--- config.mk ---
export PLATFORM = sky130hd
export DESIGN_NAME = aat_cfg_regs
export DESIGN_NICKNAME = d
export VERILOG_FILES = /design/src/hdl/aat_pkg.sv /design/src/hdl/aat_cfg_regs.sv
export SDC_FILE = /design/constraint.sdc
export NUM_CORES = 1
export LEC_CHECK = 0
export ABC_AREA = 1
export BUFFER_PORTS_ARGS = -buffer_cell sky130_fd_sc_hd__clkbuf_2
export CORE_MARGIN = 3
export CORE_UTILIZATION = 46
export CTS_BUF_LIST = sky130_fd_sc_hd__clkbuf_16
export CTS_CLUSTER_SIZE = 20
export DETAILED_ROUTE_END_ITERATION = 10
export HOLD_SLACK_MARGIN = 0.08
export PLACE_DENSITY_LB_ADDON = 0.3
export SYNTH_ARGS = -nofsm -noshare
export SYNTH_HDL_FRONTEND = slang
export SYNTH_SLANG_ARGS = --single-unit
--- constraint.sdc ---
create_clock -name clk -period 0.9 [get_ports clk]
set_input_delay 0.045 -clock clk [delete_from_list [all_inputs] [get_ports clk]]
set_output_delay 0.045 -clock clk [all_outputs]
set_load 0.05 [all_outputs]
--- src/hdl/aat_pkg.sv ---
// aat_pkg: shared types and constants of the box transform block
`default_nettype none

package aat_pkg;

  // configuration port geometry
  localparam int CFG_DATA_W  = 48;
  localparam int CFG_INDEX_W = 3;
  localparam int ROW_W       = 48;
  localparam int SHIFT_W     = 16;
  localparam int NUM_AXES    = 3;

  // register indexes
  typedef enum logic [CFG_INDEX_W-1:0] {
    REG_ROW_X   = 3'd0,
    REG_ROW_Y   = 3'd1,
    REG_ROW_Z   = 3'd2,
    REG_SHIFT_X = 3'd3,
    REG_SHIFT_Y = 3'd4,
    REG_SHIFT_Z = 3'd5
  } cfg_reg_e;

  // axis slots in the configuration struct
  localparam int AXIS_X = 0;
  localparam int AXIS_Y = 1;
  localparam int AXIS_Z = 2;

  // values after reset: x row takes y, y and z rows take z, no translation
  localparam logic [ROW_W-1:0]   ROW_X_RESET = 48'h0000_4000_0000;
  localparam logic [ROW_W-1:0]   ROW_Y_RESET = 48'h0000_0000_4000;
  localparam logic [ROW_W-1:0]   ROW_Z_RESET = 48'h0000_0000_4000;
  localparam logic [SHIFT_W-1:0] SHIFT_RESET = 16'h0000;

  // transform held in configuration
  typedef struct packed {
    logic [NUM_AXES-1:0][ROW_W-1:0]   row;
    logic [NUM_AXES-1:0][SHIFT_W-1:0] shift;
  } cfg_t;

  // per-stage load enables of the datapath
  typedef struct packed {
    logic en_mul;
    logic en_sel;
    logic en_sum;
    logic en_out;
  } pipe_ctl_t;

endpackage

`default_nettype wire

--- src/hdl/aat_cfg_regs.sv ---
// aat_cfg_regs: configuration register file for the transform
`default_nettype none

module aat_cfg_regs (
  input  wire logic                              clk,
  input  wire logic                              rst,
  input  wire logic                              cfg_we,
  input  wire logic [aat_pkg::CFG_INDEX_W-1:0]   cfg_index,
  input  wire logic [aat_pkg::CFG_DATA_W-1:0]    cfg_data,
  output aat_pkg::cfg_t                          cfg
);

  aat_pkg::cfg_t regs;

  // register writes, unknown indexes ignored
  always_ff @(posedge clk) begin
    if (rst) begin
      regs.row[aat_pkg::AXIS_X]   <= aat_pkg::ROW_X_RESET;
      regs.row[aat_pkg::AXIS_Y]   <= aat_pkg::ROW_Y_RESET;
      regs.row[aat_pkg::AXIS_Z]   <= aat_pkg::ROW_Z_RESET;
      regs.shift[aat_pkg::AXIS_X] <= aat_pkg::SHIFT_RESET;
      regs.shift[aat_pkg::AXIS_Y] <= aat_pkg::SHIFT_RESET;
      regs.shift[aat_pkg::AXIS_Z] <= aat_pkg::SHIFT_RESET;
    end else if (cfg_we) begin
      case (cfg_index)
        aat_pkg::REG_ROW_X: begin
          regs.row[aat_pkg::AXIS_X] <= cfg_data[aat_pkg::ROW_W-1:0];
        end
        aat_pkg::REG_ROW_Y: begin
          regs.row[aat_pkg::AXIS_Y] <= cfg_data[aat_pkg::ROW_W-1:0];
        end
        aat_pkg::REG_ROW_Z: begin
          regs.row[aat_pkg::AXIS_Z] <= cfg_data[aat_pkg::ROW_W-1:0];
        end
        aat_pkg::REG_SHIFT_X: begin
          regs.shift[aat_pkg::AXIS_X] <= cfg_data[aat_pkg::SHIFT_W-1:0];
        end
        aat_pkg::REG_SHIFT_Y: begin
          regs.shift[aat_pkg::AXIS_Y] <= cfg_data[aat_pkg::SHIFT_W-1:0];
        end
        aat_pkg::REG_SHIFT_Z: begin
          regs.shift[aat_pkg::AXIS_Z] <= cfg_data[aat_pkg::SHIFT_W-1:0];
        end
        default: begin
        end
      endcase
    end
  end

  assign cfg = regs;

endmodule

`default_nettype wire

Yosys cells after proc, flatten, opt, wreduce, memory -nomap -nowiden
Cells that the tools add are included.

Flip-flop bits (word level): 192. Output and inout port bits: 192. Word-level logic and storage cells: 18.

Reduce and logical (&&, ||, !) cells: 7. Equal/unequal tests: 5.

Operator list (number): $reduce_and A2 Y1 (6); $eq A3 B2 Y1 const B (2); $eq A3 B3 Y1 const B (2); $eq A3 B1 Y1 const B (1); $logic_not A3 Y1 (1).

Depth between registers and ports, before layout
Word-level depth: 2. Depth in mapped cells: 7. Gate-level depth less buffers: 5.

Least setup slack after synthesis
No wires, ideal clock.

Path kind: input -> register. Start: input cfg_we. End: register regs, in the netlist cfg[164]. Arrival time: 0.772 ns. Setup slack: 0.014 ns. Setup time: 0.114 ns. Buffers on the path: 2. Stages: 7. Required time: 0.786 ns. Cell sequence: inv_1 nor2_2 buf_2 buf_2 nand3_1 nand2_1 nor2_1.

Word-level cells in the longest chain between the ends: 1.

Ends and longest elaborated chain: start: declaration (line aat_cfg_regs.sv:7) `input wire logic cfg_we,`; $reduce_and A2 Y1 (no line); end: declaration (line aat_cfg_regs.sv:13) `aat_pkg::cfg_t regs;`.

No other way between the ends. A chain may end at the register's enable or synchronous reset.

Final worst setup path
Start: register regs, in the netlist cfg[155]. End: output cfg[155] in the netlist's numbering.

RTL lines: end: declaration (line aat_cfg_regs.sv:10) `output aat_pkg::cfg_t cfg`.

No word-level cell between the ends.

==> results.cfg <==
[worst_setup_path]
r2r_slack_ns = 0.05
r2r_start = cfg[106]
crit_start = cfg[155]
crit_buf_inv = 1
cpMaxStageDelayCell = dfxtp_2
critPathLaunchType = register
path_cells = clkbuf_16
required_ns = 0.85
worstSetupPathType = reg2out
critPathTopFamily = flip-flops
end_kind = primary output
cp.arrival_ns = 0.99
max_stage_delay_ns = 0.37
cp_max_fo = 2

[power_and_ir_drop]
vdd.ir_drop.worst_v = 0.00139
p_comb_share_pct = 21.7
p_leak_nw = 6.17
p_per_area_nw_per_um2 = 1470
p_int_mw = 14.4
clkPwrFrac_pct = 33.8
switching_share_pct = 29.8
power.switching_mw = 6.11
p_seq_share_pct = 44.5

[detailed_routing]
vias = 9104
dr.pass1.iters = 6
first_iter_violations = 823
ant_nets = 0
remaining_drc_errors = 0
viasPerCell = 5.57
wirelength_mm = 33.6
wl_per_cell_um = 20.5

[clock_network]
cts_root_buffer = clkbuf_16
cts_buffers = 17
path_clk_slew_ns = 0.07
cts.sinks = 192
cts_tree = yes
htree_levels = 4
clock_latency_ns = 0.44
cts_buffer_depth = 2

[yosys]
synth_cell_types = 12
syn_nets = 1162
syn_inst = 1108
synth_area_leader_cell = dfxtp_1
syn_area_um2 = 7610
avgSynthCellArea_um2 = 6.87
synth.ff_latch_count = 192
ys_seq_area_share_pct = 50.5
ys_warn_count = 0
synth_top_area_share_pct = 50.5
synth_area_leaders = dfxtp_1 50%, nor2_1 19%, nand3_1 13%

[floorplan]
start_util_pct = 47.4
rows = 46
die_y_um = 135
die_w_um = 135
die-area_um2 = 18100
coreArea_um2 = 16100
pin_count = 246

[status]
status = complete, but fails checks
failed_checks = setup timing

[global_route]
grt_max_degree = 74
grt_usage_pct = 34.7
antenna_found_initial = 0
grt_overflow_total = 0
grt_pass1_vias = 9243
grt_pass1_wl_mm = 49.5

[place]
dpl-instance-area_um2 = 9390
gp_congestion = 0.832
dp_cells = 1530
dp_slack_ns = -0.231
dpl.hpwl_mm = 15.7
portBuffers = 245

[sta]
finalWorstSetupSlack_ns = -0.134
worst_slew_pin_slew_ns = 0.374
finalCritPeriodShare_pct = 115
max_freq_ghz = 0.967
slew_headroom_pct = 75.1
min_period_ns = 1.03
rsz0062_at_grt = yes
slew_violations = 0
setup_violations = 192
final_hold_viol_count = 0
skew_ns = 0

[cells_and_area]
layout_common_cells = 374 x nor2_1, 203 x nand2_1, 190 x nand3_1, 179 x dfxtp_2, 132 x clkbuf_16
antenna_cells = 0
largest_reg_flops = 192
layout_commonest_cell = nor2_1
syn_to_final_growth_pct = 83.5
final_core_util_pct = 87.0
final_layout_size_suffix_gt1_share_pct = 38.8
stdcell_area_um2 = 14000
fin_cells = 1635
nNetsFinal = 1462

[job]
max_cap_viol_count = 0

[hold_path]
hp-class = in2reg
hp-start = rst
-- path summary, 6_finish.rpt --
kind	endpoint	cells after the start
max reg2reg	cfg[106]	4
max	cfg[155]	1
min	cfg[158]	4
min reg2reg	cfg[117]	2
-- cells by family after synthesis --
group	after synthesis	share of synthesized area, %
buffers and inverters	132	7.46
DFF	192	50.5
and+or+nand+nor	784	42.0
-- final cells by class --
cell class	instances	area [um^2]
clock inverter	13	88.8
sequential	192	4120
timing repair buffer	358	5580
fill	681	2090
clock buffer	17	425
tap	216	270
inverter	55	226
multi-input combinational	784	3270
-- timing repair --
item,CTS,global route
gates cloned,0,0
endpoints found under the hold margin,167,0
setup buffers,5,23
endpoints found under the setup margin,192,201
gates resized for setup,691,102
hold buffers,47,0
-- metal layers --
metal | share of wire [%] | vias up | GRT usage (%) | wire [um]
li1 | - | 4022 | - | -
met1 | 33 | 4288 | 37.0 | 11200
met2 | 51 | 629 | 60.9 | 17100
met3 | 9.1 | 165 | 9.61 | 3060
met4 | 6.4 | 0 | 21.0 | 2160
met5 | 0 | - | 0 | 0
-- cell usage after synthesis --
cell      number
inv_2          2
nor2_2         7
inv_1         53
nand3_1      192
buf_1         11
clkbuf_1      28
nor2_1       381
buf_2         31
dfxtp_1      192
buf_6          2
buf_4          5
nand2_1      204
-- per-stage QoR --
stage / total power, mW / hold slack, ns / TNS, ns
6_report: 20.5 / 0.111 / -17.95
5_1_grt: 21.1 / 0.119 / -21.26
4_1_cts: 20.1 / 0.0847 / -18.92
3_5_place_dp: 12.3 / 0.280 / -29.48
3_3_place_gp: 12.2 / 0.281 / -25.16
2_1_floorplan: 11.3 / 0.158 / 0
-- power by group through the flow --
stage | clock network [mW] | logic [mW] | registers (mW)
detailed placement | 0 | 3.10 | 9.15
floorplan | 0 | 1.11 | 10.2
CTS | 6.89 | 4.09 | 9.11
global route | 7.27 | 4.65 | 9.16
finish | 6.94 | 4.45 | 9.14
global placement | 0 | 3.07 | 9.14
(Power assumes the default switching activity.)
